--- config.mk ---
export PLATFORM = sky130hd
export DESIGN_NAME = ikc_mac
export DESIGN_NICKNAME = d
export VERILOG_FILES = /design/src/design/image_kernel_convolution_unit_defines.svh /design/src/design/ikc_pkg.sv /design/src/design/ikc_mac.sv
export SDC_FILE = /design/constraint.sdc
export NUM_CORES = 1
export LEC_CHECK = 0
export BUFFER_PORTS_ARGS = -buffer_cell sky130_fd_sc_hd__buf_4
export CORE_MARGIN = 2
export CORE_UTILIZATION = 50
export CTS_BUF_LIST = sky130_fd_sc_hd__clkbuf_2
export CTS_CLUSTER_DIAMETER = 80
export DETAILED_ROUTE_END_ITERATION = 8
export PLACE_DENSITY = 0.74
export SETUP_SLACK_MARGIN = 0.1
export SYNTH_ARGS = -nofsm -noshare
export SYNTH_HDL_FRONTEND = slang
export SYNTH_SLANG_ARGS = --single-unit
--- constraint.sdc ---
create_clock -name aclk -period 9.72 [get_ports aclk]
set_clock_uncertainty 0.2 [all_clocks]
set_input_delay 0.486 -clock aclk [delete_from_list [all_inputs] [get_ports aclk]]
set_output_delay 0.486 -clock aclk [all_outputs]
set_load 0.005 [all_outputs]
--- src/design/image_kernel_convolution_unit_defines.svh ---
// assertion macros shared by the convolution unit
`ifndef IMAGE_KERNEL_CONVOLUTION_UNIT_DEFINES_SVH
`define IMAGE_KERNEL_CONVOLUTION_UNIT_DEFINES_SVH

// same-cycle implication
`define IKC_ASSERT_IMPLIES(lbl, clk, rstn, ante, cons, msg) \
    lbl: assert property (@(posedge clk) disable iff (!rstn) (ante) |-> (cons)) \
        else $error(msg);

// next-cycle implication
`define IKC_ASSERT_NEXT(lbl, clk, rstn, ante, cons, msg) \
    lbl: assert property (@(posedge clk) disable iff (!rstn) (ante) |=> (cons)) \
        else $error(msg);

`endif

--- src/design/ikc_pkg.sv ---
`timescale 1ns / 1ps

package ikc_pkg;

    localparam int MAX_WIDTH_DEF   = 256;
    localparam int MAX_HEIGHT_DEF  = 256;
    localparam int MAX_KERNEL_DEF  = 15;
    localparam int COEFF_FRAC_BITS = 14;

    localparam int CFG_DATA_W = 9;
    localparam int CFG_IDX_W  = 2;

    localparam logic [8:0] WIDTH_RST  = 9'd256;
    localparam logic [8:0] HEIGHT_RST = 9'd256;
    localparam logic [3:0] KSIZE_RST  = 4'd3;

    typedef enum logic [1:0] {
        ACT_LOAD_PIXEL = 2'd0,
        ACT_LOAD_COEFF = 2'd1,
        ACT_COMPUTE    = 2'd2
    } action_t;

    typedef enum logic [CFG_IDX_W-1:0] {
        CFG_IMAGE_WIDTH  = 2'd0,
        CFG_IMAGE_HEIGHT = 2'd1,
        CFG_KERNEL_SIZE  = 2'd2
    } cfg_index_t;

    typedef enum logic [1:0] {
        ST_IDLE,
        ST_BUSY,
        ST_HOLD
    } state_t;

    typedef struct packed {
        logic [1:0]         action;
        logic [7:0]         col;
        logic [7:0]         row;
        logic [7:0]         pixel_in;
        logic signed [15:0] coefficient;
    } in_req_t;

    typedef struct packed {
        logic [7:0] pixel_out;
        logic [7:0] out_col;
        logic [7:0] out_row;
    } out_rsp_t;

    typedef struct packed {
        logic [8:0] w_eff;
        logic [8:0] h_eff;
        logic [3:0] k_eff;
    } geom_t;

    typedef struct packed {
        logic active;
        logic mac;
        logic last;
    } tap_ctl_t;

endpackage

--- src/design/ikc_mac.sv ---
`timescale 1ns / 1ps

module ikc_mac #(
    parameter int MAX_KERNEL = 15
) (
    input  logic              aclk,
    input  logic              aresetn,
    input  logic              start,
    input  ikc_pkg::tap_ctl_t tap,
    input  logic [7:0]        pix,
    input  logic [15:0]       coef,
    output logic              res_valid,
    output logic [7:0]        res_pixel
);

    localparam int KCAP  = (MAX_KERNEL > 15) ? 15 : MAX_KERNEL;
    localparam int PW    = 25;
    localparam int ACC_W = PW + $clog2(KCAP * KCAP) + 1;
    localparam int FB    = ikc_pkg::COEFF_FRAC_BITS;
    localparam int QW    = ACC_W - FB;

    ikc_pkg::tap_ctl_t       tap_d1_reg;
    ikc_pkg::tap_ctl_t       tap_d2_reg;
    logic signed [PW-1:0]    prod_reg;
    logic signed [ACC_W-1:0] acc_reg;
    logic                    fin_reg;
    logic                    res_valid_reg;
    logic [7:0]              res_pixel_reg;

    logic signed [PW-1:0]    prod;
    logic signed [ACC_W-1:0] rnd;
    logic [QW-1:0]           q;
    logic [7:0]              pix_sat;

    always_comb begin
        prod = $signed({1'b0, pix}) * $signed(coef);
        rnd  = acc_reg + $signed(ACC_W'(1) << (FB - 1));
        q    = rnd[ACC_W-1:FB];
        if (acc_reg <= $signed(ACC_W'(0))) begin
            pix_sat = 8'd0;
        end else if (q > QW'(255)) begin
            pix_sat = 8'd255;
        end else begin
            pix_sat = q[7:0];
        end
    end

    always_ff @(posedge aclk) begin
        if (!aresetn) begin
            tap_d1_reg    <= '0;
            tap_d2_reg    <= '0;
            fin_reg       <= 1'b0;
            res_valid_reg <= 1'b0;
        end else begin
            tap_d1_reg    <= tap;
            tap_d2_reg    <= tap_d1_reg;
            fin_reg       <= tap_d2_reg.active && tap_d2_reg.last;
            res_valid_reg <= fin_reg;
        end
    end

    always_ff @(posedge aclk) begin
        prod_reg <= tap_d1_reg.mac ? prod : '0;
        if (start) begin
            acc_reg <= '0;
        end else if (tap_d2_reg.active && tap_d2_reg.mac) begin
            acc_reg <= acc_reg + ACC_W'(prod_reg);
        end
        if (fin_reg) begin
            res_pixel_reg <= pix_sat;
        end
    end

    assign res_valid = res_valid_reg;
    assign res_pixel = res_pixel_reg;

endmodule

==> results.json <==
{
  "max_stage_delay_ns": 0.72,
  "netlist_top_cells_area": "fa_1 (22%), dfxtp_1 (15%), ha_1 (11%), inv_1 (6.9%), and2_1 (6.9%)",
  "fillers": 1718,
  "worstPathCellList": "buf_4 > and2_1 > fa_1 > inv_1 > fa_1 > inv_1 > fa_1 > inv_1 > fa_1 > inv_1 > ha_1 > a21o_1 > a21o_1 > a21o_1 > a21oi_1 > o21bai_1 > a211oi_2 > o21bai_1 > mux2_4",
  "start_util_pct": 51.0,
  "synth_compound_area_share_pct": 15.2,
  "fin_crit_ns": 4.89,
  "numCtsBuffers": 9,
  "tns_ns": 0,
  "max_freq_mhz": 204,
  "largest_reg_flops": 34,
  "endpoint_kind": "register",
  "viasPerCell": 5.42,
  "syn_to_final_growth_pct": 6.99,
  "synth.avg_cell_area_um2": 8.35,
  "yosysTopAreaCell": "fa_1",
  "core_area_mm2": 0.0180,
  "synth-main-ff-cell": "dfxtp_1",
  "tightest_slew_ns": 0.710,
  "synth_top_area_share_pct": 22.4,
  "vias": 7393,
  "slew_headroom_pct": 52.6,
  "cts_sinks": 75,
  "status": "finished, final reports clean",
  "maxCapViolations": 0,
  "synth_edf_count": 8,
  "slew_violations": 0,
  "clock_path_buffers": 2,
  "grt_use_total_pct": 20.9,
  "placed_cells_incl_taps": 1339,
  "cts_tree": "yes",
  "port_buffers": 38,
  "drive_gt1_share_pct": 6.18,
  "wirelength_mm": 19.4,
  "io_pins": 39,
  "grt_setup_unrepaired": "no",
  "ys_ff_latch": 75,
  "h-tree-depth": 3,
  "die-area_mm2": 0.0195,
  "synth.mux.area_fraction_pct": 0.381,
  "crit_type": "input port to register",
  "synth-xor-area-share_pct": 4.48,
  "first_pass_iters": 5,
  "reg2reg_slack_ns": 6.66,
  "syn-cell-area_mm2": 0.00920,
  "fin_cells": 1363,
  "crit_start": "pix[1]",
  "synth_simple_gate_area_share_pct": 20.7,
  "cp-start-kind": "input port",
  "holdWs_ns": 0.0621,
  "synthAdderAreaFrac_pct": 33.9,
  "path_max_fanout": 16,
  "dp_hpwl_mm": 15.5,
  "final_hold_viol_count": 0,
  "grt_max_degree": 35,
  "cp_data_required_time_ns": 10.00,
  "synth_cells": 1101,
  "antenna_found_initial": 1,
  "ys_types": 66,
  "antenna_left": 0,
  "crit_slowest_cell": "fa_1",
  "r2r_cells": 9,
  "drt-initial-drc-count": 449,
  "hold_start": "coef[0]",
  "reg2reg_from": "acc_reg[4]",
  "synth_top_family_by_area": "adder cells",
  "insertion_delay_ns": 0.56,
  "period_share_pct": 50.3,
  "synth-seq-area-share_pct": 17.2,
  "peakVddDrop_mv": 0.0839,
  "grt_pass1_vias": 7278,
  "syn_nets": 1318,
  "routabilityCongestion": 0.873,
  "fin_nets": 1345,
  "rows": 49,
  "clk_pin_slew_ns": 0.23,
  "p_per_area_mw_per_mm2": 171,
  "die_w_um": 140,
  "die_height_um": 140,
  "grt_first_pass_wirelength_mm": 34.3,
  "wl_per_cell_um": 14.2,
  "reg2reg_to": "acc_reg[31]",
  "drc_errors": 0,
  "async_reset_ff_share_pct": 0,
  "post_cts_resized": 0,
  "setup.worst_path.end": "prod_reg[24]",
  "yosysWarnings": 0,
  "crit_arrival_ns": 5.17,
  "finalSetupViolCount": 0,
  "overflow": 0,
  "root_buffer": "clkbuf_2",
  "min_path_type": "input port to register",
  "leakagePower_nw": 4.78
}
[placed cells by master (no fill, tap or decap), drive strengths merged, types with 9 or more instances in the layout]
master  Yosys  layout
o21bai      9       9
buf         4      40
xnor2      29      29
and3       15      15
nand3      26      26
nand4       9       9
o21ai      37      37
a21oi      77      77
or3        10      10
xor2       18      18
a31oi       9       9
dfxtp      67      67
a211oi     12      12
a21o       27      27
nor3       13      13
fa        103     103
nand2     128     128
inv       169     173
and2      101     101
nor2       40      40
ha         84      84
clkbuf     27       9
[layout make-up]
class | instances | area [µm²] | share of cell area (%)
Tap cell | 229 | 287 | 2.91
Clock buffer | 9 | 45.0 | 0.458
Multi-Input combinational cell | 826 | 6860 | 69.7
Antenna cell | 1 | 2.50 | 0.0254
Timing Repair Buffer | 47 | 370 | 3.76
Inverter | 169 | 634 | 6.45
Sequential cell | 75 | 1580 | 16.1
Clock inverter | 7 | 58.8 | 0.598
[critical path, delay by kind of cell]
kind	cells	cell delay, ns
mux	1	0.30
simple gates	1	0.19
buf+inv	5	0.43
fa+ha+maj	5	2.62
compound gates	7	1.12
[cells by family (layout without fill, tap and decap cells)]
family / Yosys count / count (layout)
AOI/OAI and AO/OA: 215 / 215
xor gates and xnor gates: 47 / 47
adders and majority gates: 187 / 187
buffers and inverters: 200 / 232
DFF: 75 / 75
muxes: 3 / 3
other: 0 / 1
and+or+nand+nor: 374 / 374
[what timing repair did]
item,in CTS,in global routing
endpoints found under the hold margin,8,0
hold buffers,7,0
setup buffers,0,0
[stage by stage]
step / power (W) / utilization, % / setup WS (ns) / cell area, µm²
CTS: 0.00170 / 54.6 / 4.89 / 9840
global route: 0.00189 / 54.6 / 4.50 / 9840
detailed placement: 0.00152 / 53.6 / 4.22 / 9660
floorplan: 0.00131 / - / 4.44 / 9200
finish: 0.00168 / 54.6 / 4.83 / 9840
global placement: 0.00149 / 53.6 / 4.28 / 9660
[layer usage]
| metal | up-vias | track usage [%] | part of all wire, % |
|---|---|---|---|
| met4 | 0 | 4.68 | 1.4 |
| met1 | 3527 | 29.4 | 48 |
| li1 | 3691 | - | - |
| met3 | 23 | 2.41 | 4.1 |
| met2 | 152 | 35.0 | 47 |
| met5 | - | 0 | 0 |
[cells in the mapped netlist (all sizes together) (18+ instances only)]
cell type / count
xor2: 18
nand2: 128
inv: 169
a21o: 27
fa: 103
nand3: 26
dfxtp: 67
a21oi: 77
xnor2: 29
o21ai: 37
nor2: 40
and2: 101
clkbuf: 27
ha: 84
[where the power goes]
group	leakage, nW	internal [W]	total (W)	switching (W)
sequential	0.619	0.000341	0.000360	0.0000183
clock	0.0667	0.0000386	0.000165	0.000126
combinational	4.10	0.000522	0.00116	0.000634
total	4.78	0.000902	0.00168	0.000778
[how the worst min path moves through the flow]
stage                     slack [ns]  cells past startpoint             to
final                           0.06                      2    prod_reg[0]
after global routing            0.01                      2    prod_reg[0]
after global placement          0.22                      1  tap_d2_reg[0]
after CTS                      0.008                      2    prod_reg[0]
after floorplan                 0.21                      1  tap_d2_reg[0]
after detailed placement        0.23                      1  tap_d2_reg[0]
(Power assumes the default switching activity.)
