--- src/design/image_kernel_convolution_unit_defines.svh ---
// assertion macros shared by the convolution unit
`ifndef IMAGE_KERNEL_CONVOLUTION_UNIT_DEFINES_SVH
`define IMAGE_KERNEL_CONVOLUTION_UNIT_DEFINES_SVH

// same-cycle implication
`define IKC_ASSERT_IMPLIES(lbl, clk, rstn, ante, cons, msg) \
    lbl: assert property (@(posedge clk) disable iff (!rstn) (ante) |-> (cons)) \
        else $error(msg);

// next-cycle implication
`define IKC_ASSERT_NEXT(lbl, clk, rstn, ante, cons, msg) \
    lbl: assert property (@(posedge clk) disable iff (!rstn) (ante) |=> (cons)) \
        else $error(msg);

`endif

--- src/design/ikc_pkg.sv ---
`timescale 1ns / 1ps

package ikc_pkg;

    localparam int MAX_WIDTH_DEF   = 256;
    localparam int MAX_HEIGHT_DEF  = 256;
    localparam int MAX_KERNEL_DEF  = 15;
    localparam int COEFF_FRAC_BITS = 14;

    localparam int CFG_DATA_W = 9;
    localparam int CFG_IDX_W  = 2;

    localparam logic [8:0] WIDTH_RST  = 9'd256;
    localparam logic [8:0] HEIGHT_RST = 9'd256;
    localparam logic [3:0] KSIZE_RST  = 4'd3;

    typedef enum logic [1:0] {
        ACT_LOAD_PIXEL = 2'd0,
        ACT_LOAD_COEFF = 2'd1,
        ACT_COMPUTE    = 2'd2
    } action_t;

    typedef enum logic [CFG_IDX_W-1:0] {
        CFG_IMAGE_WIDTH  = 2'd0,
        CFG_IMAGE_HEIGHT = 2'd1,
        CFG_KERNEL_SIZE  = 2'd2
    } cfg_index_t;

    typedef enum logic [1:0] {
        ST_IDLE,
        ST_BUSY,
        ST_HOLD
    } state_t;

    typedef struct packed {
        logic [1:0]         action;
        logic [7:0]         col;
        logic [7:0]         row;
        logic [7:0]         pixel_in;
        logic signed [15:0] coefficient;
    } in_req_t;

    typedef struct packed {
        logic [7:0] pixel_out;
        logic [7:0] out_col;
        logic [7:0] out_row;
    } out_rsp_t;

    typedef struct packed {
        logic [8:0] w_eff;
        logic [8:0] h_eff;
        logic [3:0] k_eff;
    } geom_t;

    typedef struct packed {
        logic active;
        logic mac;
        logic last;
    } tap_ctl_t;

endpackage

--- src/design/ikc_window_seq.sv ---
`timescale 1ns / 1ps

module ikc_window_seq #(
    parameter int CW = 8,
    parameter int CH = 8,
    parameter int KW = 4
) (
    input  logic               aclk,
    input  logic               aresetn,
    input  logic               start,
    input  logic [7:0]         col,
    input  logic [7:0]         row,
    input  ikc_pkg::geom_t     geom,
    output logic [CH+CW-1:0]   frame_addr,
    output logic [2*KW-1:0]    kern_addr,
    output ikc_pkg::tap_ctl_t  tap,
    output logic               busy
);

    logic              run_reg;
    logic [3:0]        i_reg;
    logic [3:0]        j_reg;
    logic [7:0]        col_reg;
    logic [7:0]        row_reg;
    logic [CH+CW-1:0]  faddr_reg;
    logic [2*KW-1:0]   kaddr_reg;
    ikc_pkg::tap_ctl_t tap_reg;

    logic [2:0]        half;
    logic [3:0]        k_m1;
    logic [8:0]        w_m1;
    logic [8:0]        h_m1;
    logic signed [9:0] x_pos;
    logic signed [9:0] y_pos;
    logic [8:0]        a9;
    logic [8:0]        b9;
    logic [CW+8:0]     a_ext;
    logic [CH+8:0]     b_ext;
    logic [KW+3:0]     i_ext;
    logic [KW+3:0]     j_ext;
    logic              tap_last;

    always_comb begin
        half  = geom.k_eff[3:1];
        k_m1  = geom.k_eff - 4'd1;
        w_m1  = geom.w_eff - 9'd1;
        h_m1  = geom.h_eff - 9'd1;
        x_pos = $signed({2'b00, col_reg}) - $signed({7'd0, half}) + $signed({6'd0, i_reg});
        y_pos = $signed({2'b00, row_reg}) - $signed({7'd0, half}) + $signed({6'd0, j_reg});

        if (x_pos < 10'sd0) begin
            a9 = 9'd0;
        end else if (x_pos > $signed({1'b0, w_m1})) begin
            a9 = w_m1;
        end else begin
            a9 = x_pos[8:0];
        end

        if (y_pos < 10'sd0) begin
            b9 = 9'd0;
        end else if (y_pos > $signed({1'b0, h_m1})) begin
            b9 = h_m1;
        end else begin
            b9 = y_pos[8:0];
        end

        a_ext    = {{CW{1'b0}}, a9};
        b_ext    = {{CH{1'b0}}, b9};
        i_ext    = {{KW{1'b0}}, i_reg};
        j_ext    = {{KW{1'b0}}, j_reg};
        tap_last = (geom.k_eff == 4'd0) || ((i_reg == k_m1) && (j_reg == k_m1));
    end

    always_ff @(posedge aclk) begin
        if (!aresetn) begin
            run_reg <= 1'b0;
            tap_reg <= '0;
        end else begin
            tap_reg <= '{active: run_reg, mac: (geom.k_eff != 4'd0), last: tap_last};
            if (start) begin
                run_reg <= 1'b1;
            end else if (run_reg && tap_last) begin
                run_reg <= 1'b0;
            end
        end
    end

    always_ff @(posedge aclk) begin
        faddr_reg <= {b_ext[CH-1:0], a_ext[CW-1:0]};
        kaddr_reg <= {j_ext[KW-1:0], i_ext[KW-1:0]};
        if (start) begin
            i_reg   <= 4'd0;
            j_reg   <= 4'd0;
            col_reg <= col;
            row_reg <= row;
        end else if (run_reg && !tap_last) begin
            if (i_reg == k_m1) begin
                i_reg <= 4'd0;
                j_reg <= j_reg + 4'd1;
            end else begin
                i_reg <= i_reg + 4'd1;
            end
        end
    end

    assign frame_addr = faddr_reg;
    assign kern_addr  = kaddr_reg;
    assign tap        = tap_reg;
    assign busy       = run_reg;

endmodule

--- config.mk ---
export PLATFORM = sky130hd
export DESIGN_NAME = ikc_window_seq
export DESIGN_NICKNAME = d
export VERILOG_FILES = /design/src/design/image_kernel_convolution_unit_defines.svh /design/src/design/ikc_pkg.sv /design/src/design/ikc_window_seq.sv
export SDC_FILE = /design/constraint.sdc
export NUM_CORES = 1
export LEC_CHECK = 0
export ABC_AREA = 0
export ABC_CLOCK_PERIOD_IN_PS = 6770
export BUFFER_PORTS_ARGS = -buffer_cell sky130_fd_sc_hd__buf_2
export CAP_MARGIN = 10
export CORE_UTILIZATION = 60
export CTS_BUF_LIST = sky130_fd_sc_hd__clkbuf_4 sky130_fd_sc_hd__clkbuf_8 sky130_fd_sc_hd__clkbuf_16
export CTS_CLUSTER_DIAMETER = 40
export CTS_CLUSTER_SIZE = 10
export DETAILED_ROUTE_END_ITERATION = 6
export PLACE_DENSITY_LB_ADDON = 0.08
export SLEW_MARGIN = 0
export SYNTH_ARGS = -nofsm -noshare
export SYNTH_HDL_FRONTEND = slang
export SYNTH_SLANG_ARGS = --single-unit
export TNS_END_PERCENT = 20
--- constraint.sdc ---
create_clock -name aclk -period 6.77 [get_ports aclk]
set_input_delay 1.354 -clock aclk [delete_from_list [all_inputs] [get_ports aclk]]
set_output_delay 1.354 -clock aclk [all_outputs]
set_load 0.005 [all_outputs]
==> metrics, run 1 <==
Hold Path Class reg -> reg; Area growth, synth to finish 14.66%; DRT Wirelength 7116 µm; vias 2875; Die Area 6228 µm²; Antenna diodes 0; # rows 27; critical path type in -> reg; DRT iter0 DRCs 120; fin crit share 81.18%; Synth Area per Inst 9.779 µm²; r2r setup slk 2160 ps; CTS H-tree depth 2; Layout Utilization 72.58%; fraction of layout cells with a size suffix above 1 23.74%; Clk pwr share 21.7%; Clk Latency, worst-skew pair 300 ps; CP peak stage delay 810 ps; delay-heaviest family, CP compound AO/OA/AOI/OAI gates; Synth cell types 67; CP bufs+invs 2; predominant post-synthesis flop cell dfxtp_1; IO Count 69; CP Data Arrival Time 5740 ps; root buf cell clkbuf_8; Longest Clk Path Bufs 2; biggest area consumer among synthesized cells dfxtp_1; Pleak 1.873 nW; DP Worst Slack 1034 ps; async set-reset flop share out of synthesis 0%; first-pass GRT wire length 11880 µm; die span in x 78.92 µm; DRC errors left 0; yosys warns 0; CTS Buf Count 5; Setup crit start kind primary input; area share of the largest cell type after synthesis 20.30%; Global Route Usage Sum 24.46%; Worst Tran Pin Value 1048 ps; CTS tree done; sequence of cells on the critical path buf_2, inv_1, ha_1, nand2b_1, a21oi_1, nor2_1, xor2_1, ha_1, o21ai_0, nor2_1, o2bb2ai_2, o41a_1, o21a_1, or2_2, ha_1, nand3_1, a21oi_1, a2111oi_0, a22oi_1, mux2_2, nor2_1; setup violators final 0; Flop pwr share 45.8%; Netlist Area Pre-Place 3550 µm²; max cap viols 0; CP Max Fanout 14; DRT antenna net count 0; starting density of the core 63.30%; CP Capture Type flop; Via density 5.637; RR Startpoint col_reg[0]; clock-pin slew on the worst setup and hold paths 90 ps; Crit Reg-Reg Endpoint frame_addr[5]; initial antenna violation count 0; WL per Instance 13.95 µm; Buffers on Ports 68; Post-DP HPWL 5729 µm; Mapped Nets 445; Tmin final 5496 ps; CTS Hold Bufs 0; combinational power share 32.5%; Sink Count 52; Post-synth EDFFs 16; Synth Register Bits 52; Sw Ratio 30.94%; Final Max Slew Viols 0; Post-Synthesis Cells 363; Nets 519; RSZ-0062 raised after global routing false; Power Internal 0.5636 mW; crit path capture frame_addr[5]; Final TNS setup 0 ps; P_sw 0.2525 mW; Final Skew 6.579 ps; Post-CTS Setup Bufs 0; die height 78.92 µm; CP Launch Point geom[2]; fmax 182.0 MHz; relative slew slack 30.10%; Placer Congestion 0.8373; worst setup margin 1274 ps; post-cts resize count 0; Area contributors post-synth dfxtp_1 20%, edfxtp_1 14%, ha_1 13%; drt pass-1 iters 4; register area share after synthesis 33.84%; Crit path required time 7010 ps; Filler cells 442; largest net degree at the start of global routing 26; status complete, no violations; number of flip-flops in the largest register 16; Tot Pwr 0.8161 mW; vias in the first global route 2705; Final Hold Viols 0; VDD IR max 0.1311 mV; Crit-path slowest cell a22oi_1; Power Density 200.5 nW/µm²; worst-case reg-to-reg path depth 18; Core Area 5608 µm²; Levels on crit path 21; total global routing overflow 0
-- cell families after synthesis --
| logic type | after synthesis | synth area share [%] |
|---|---|---|
| AOI/OAI and AO/OA | 72 | 15.58 |
| xor gates and xnor gates | 40 | 11.24 |
| adders and majority gates | 41 | 15.30 |
| buffers and inverters | 37 | 3.948 |
| DFF | 52 | 33.84 |
| muxes | 5 | 1.480 |
| and+or+nand+nor | 116 | 18.61 |
-- cell type report --
class                      count  area, µm²  share of cell area [%]
multi-input combinational    274       2208                   54.26
sequential                    52       1201                   29.51
clock buffer                   7      83.83                   2.060
inverter                      34      127.6                   3.136
tap                           72      90.09                   2.213
timing repair buffer          70      355.3                   8.730
clock inverter                 1      3.754                 0.09222
-- power groups by stage --
stage               registers (mW)  clock network, mW  logic (mW)
floorplan                    0.383                  0       0.172
global placement             0.379                  0       0.252
detailed placement           0.381                  0       0.263
CTS                          0.374              0.182       0.266
global route                 0.377              0.192       0.299
finish                       0.374              0.177       0.265
-- cells in the final DEF (no fill, tap or decap), drive strengths merged, types with 12 or more instances in the layout --
cell type  Yosys  final
xnor2         19     19
nor3          12     12
a21oi         14     14
edfxtp        16     16
buf            1     70
nor2          32     32
dfxtp         36     36
nand2         13     13
ha            37     37
inv           34     34
xor2          18     18
-- metal layers --
layer  GRT usage [%]  vias up  part of all wire, %
li1                -     1447                    -
met3           3.448       12                  4.1
met1           31.29     1333                   45
met2           42.78       83                   49
met5               0        -                    0
met4           7.273        0                  1.5
-- worst register-to-register path, delay by kind of cell (launching register included) --
family          cells  cell delay (ps)
mux                 1              420
compound gates      6             1710
flops               1              330
fa+ha+maj           4             1380
simple gates        5              630
buf+inv             2               90
-- worst min path at each step --
stage | startpoint | endpoint | slack, ps | cells after the start
floorplan | j_reg[3] | kern_addr[7] | 380 | 0
CTS | j_reg[3] | kern_addr[7] | 420 | 0
finish | j_reg[3] | kern_addr[7] | 420 | 0
global route | j_reg[3] | kern_addr[7] | 420 | 0
detailed placement | j_reg[3] | kern_addr[7] | 400 | 0
global placement | j_reg[3] | kern_addr[7] | 400 | 0
-- synth_stat cells, types with 2 or more instances --
library cell / number
a21boi_0: 2
edfxtp_1: 16
xnor2_1: 19
nor2b_1: 5
inv_1: 34
o21ai_1: 2
o311a_1: 3
a32o_1: 3
o211ai_1: 4
a211oi_1: 8
mux2i_1: 3
nor4_1: 4
o21ai_0: 8
nand2b_1: 7
or2_1: 3
o21a_1: 2
or3_4: 2
or3_1: 3
ha_1: 37
a21oi_1: 14
a211oi_2: 3
nand3_1: 7
nand2_1: 13
nand4_1: 5
nor3_1: 12
and2_1: 9
fa_1: 4
o31ai_1: 3
dfxtp_1: 36
a21o_1: 3
clkbuf_1: 2
mux2_2: 2
xor2_1: 17
nor2_1: 30
xnor3_1: 3
o21ba_1: 4
-- per-stage QoR --
stage	hold WS, ps	instance area, µm²	std cells
floorplan	379.5	3550	363
global placement	398.3	3983	502
detailed placement	401.1	3983	502
CTS	424.9	4070	510
global route	424.3	4070	510
finish	420.6	4070	510
Note: power is estimated with default switching activity, not from simulation.
==> inputs of run 2 (changes only) <==
--- a/config.mk
+++ b/config.mk
@@ -6,10 +6,10 @@
 export NUM_CORES = 1
 export LEC_CHECK = 0
 export ABC_AREA = 0
-export ABC_CLOCK_PERIOD_IN_PS = 6770
+export ABC_CLOCK_PERIOD_IN_PS = 5540
 export BUFFER_PORTS_ARGS = -buffer_cell sky130_fd_sc_hd__buf_2
 export CAP_MARGIN = 10
-export CORE_UTILIZATION = 60
+export CORE_UTILIZATION = 56
 export CTS_BUF_LIST = sky130_fd_sc_hd__clkbuf_4 sky130_fd_sc_hd__clkbuf_8 sky130_fd_sc_hd__clkbuf_16
 export CTS_CLUSTER_DIAMETER = 40
 export CTS_CLUSTER_SIZE = 10
==> constraint.sdc (replaced) <==
create_clock -name aclk -period 5.54 [get_ports aclk]
set_input_delay 1.108 -clock aclk [delete_from_list [all_inputs] [get_ports aclk]]
set_output_delay 1.108 -clock aclk [all_outputs]
set_load 0.005 [all_outputs]
==> run 2 against run 1 <==
Compared with the run above:
- core utilization fell by 4.7 points
- total power rose by 24%
- non-clock buffer count rose by 1
- sequential cell count did not move
- cell count rose by 0.78%
==> metrics, run 2 (synthesized netlist as in run 1, its figures left out) <==
Placer Congestion 0.9043 (was 0.8373); VDD IR max 0.2184 mV (was 0.1311 mV); # rows 28 (was 27); Final Hold Viols 0 (unchanged); fraction of layout cells with a size suffix above 1 24.15% (was 23.74%); Pleak 1.882 nW (was 1.873 nW); RSZ-0062 raised after global routing false (unchanged); initial antenna violation count 0 (unchanged); post-cts resize count 0 (unchanged); number of flip-flops in the largest register 16 (unchanged); Clk Latency, worst-skew pair 320 ps (was 300 ps); Post-CTS Setup Bufs 0 (unchanged); Hold Path Class reg -> reg (unchanged); largest net degree at the start of global routing 26 (unchanged); CP Data Arrival Time 5060 ps (was 5740 ps); Tmin final 4854 ps; Longest Clk Path Bufs 2 (unchanged); Layout Utilization 67.90% (was 72.58%); die height 81.62 µm (was 78.92 µm); WL per Instance 14.01 µm (was 13.95 µm); CTS Hold Bufs 0 (unchanged); Final Skew 17.03 ps (was 6.579 ps); critical path type in -> reg (unchanged); Buffers on Ports 68 (unchanged); CTS tree done (unchanged); starting density of the core 58.91% (was 63.30%); Sink Count 52 (unchanged); Antenna diodes 0 (unchanged); DRC errors left 0 (unchanged); drt pass-1 iters 4 (unchanged); max cap viols 0 (unchanged); Global Route Usage Sum 23.43% (was 24.46%); CTS Buf Count 5 (unchanged); Core Area 6026 µm² (was 5608 µm²); clock-pin slew on the worst setup and hold paths 110 ps (was 90 ps); DRT Wirelength 7199 µm (was 7116 µm); IO Count 69 (unchanged); DRT iter0 DRCs 55 (was 120); status complete, no violations (unchanged); commonest non-fill, non-tap cell in the layout buf_2 (unchanged); Nets 520 (was 519); vias 2817 (was 2875); Area growth, synth to finish 15.26% (was 14.66%); die span in x 81.62 µm (was 78.92 µm); Final TNS setup 0 ps (unchanged); fin crit share 87.61%; Final Max Slew Viols 0 (unchanged); total global routing overflow 0 (unchanged); first-pass GRT wire length 11920 µm (was 11880 µm); vias in the first global route 2710 (was 2705); DRT antenna net count 0 (unchanged); Filler cells 503 (was 442); CP Max Fanout 13 (was 14); Setup crit start kind primary input (unchanged); Power Density 248.0 nW/µm² (was 200.5 nW/µm²); relative slew slack 62.56% (was 30.10%); Post-DP HPWL 5806 µm (was 5729 µm); setup violators final 0 (unchanged); CP Capture Type flop (unchanged); Die Area 6661 µm² (was 6228 µm²); CTS H-tree depth 2 (unchanged); fmax 206.0 MHz; Via density 5.481 (was 5.637); most frequent cells in the layout 68 x buf_2, 37 x ha_1, 36 x dfxtp_1 (unchanged); Worst Tran Pin Value 561.5 ps (was 1048 ps); Crit path required time 5750 ps (was 7010 ps); root buf cell clkbuf_8 (unchanged)
-- run 2: area by class of cell --
type,instances,area (µm²),area share (%)
Multi-Input combinational cell,274,2208,53.98
Sequential cell,52,1201,29.36
Clock inverter,3,28.78,0.7034
Clock buffer,5,68.82,1.682
Inverter,34,127.6,3.119
Timing Repair Buffer,71,362.8,8.869
Tap cell,75,93.84,2.294
-- run 2: metal layers --
layer / vias up / GRT usage (%) / share of wire (%)
li1: 1455 / - / -
met1: 1298 / 26.36 / 44
met2: 55 / 44.17 / 52
met3: 9 / 3.778 / 2.9
met4: 0 / 8.246 / 1.2
met5: - / 0 / 0
-- run 2: power by group --
part / switching [mW] / total [mW] / internal [mW]
Combinational: 0.166 / 0.319 / 0.152
Sequential: 0.0193 / 0.457 / 0.438
Clock: 0.143 / 0.239 / 0.0957
Total: 0.329 / 1.01 / 0.686
-- run 2: per-stage QoR --
step	power (mW)	cell area [µm²]	hold WS, ps	setup WS, ps	std cells
after floorplan	0.6785	3550	379.5	804.5	363
after global placement	0.7782	3994	425.7	482.4	506
after detailed placement	0.7842	3994	434.5	398.3	506
after CTS	1.021	4091	451.7	705.5	514
after global routing	1.083	4091	456.4	258.5	514
final	1.015	4091	447.9	686.2	514
-- run 2: worst paths after layout --
| kind | startpoint | end | slack (ps) | cells past startpoint |
|---|---|---|---|---|
| worst max-delay path | geom[2] | frame_addr[7] | 690 | 21 |
| worst max register to register | col_reg[1] | frame_addr[7] | 1300 | 19 |
| worst min register to register | i_reg[3] | kern_addr[3] | 450 | 0 |
| worst min-delay path | i_reg[3] | kern_addr[3] | 450 | 0 |
-- run 2: critical path: stages --
cell	delay (ps)
buf_2	170
inv_1	90
ha_1	280
nand2b_1	90
a21oi_1	260
nor2_1	80
xor2_1	150
ha_1	310
o21ai_0	80
nor2_1	170
o2bb2ai_2	120
o41a_1	140
o21a_1	190
or2_2	290
ha_1	340
nand3_1	100
a21oi_1	50
a2111oi_0	390
a22oi_1	150
buf_4	210
o311a_1	280
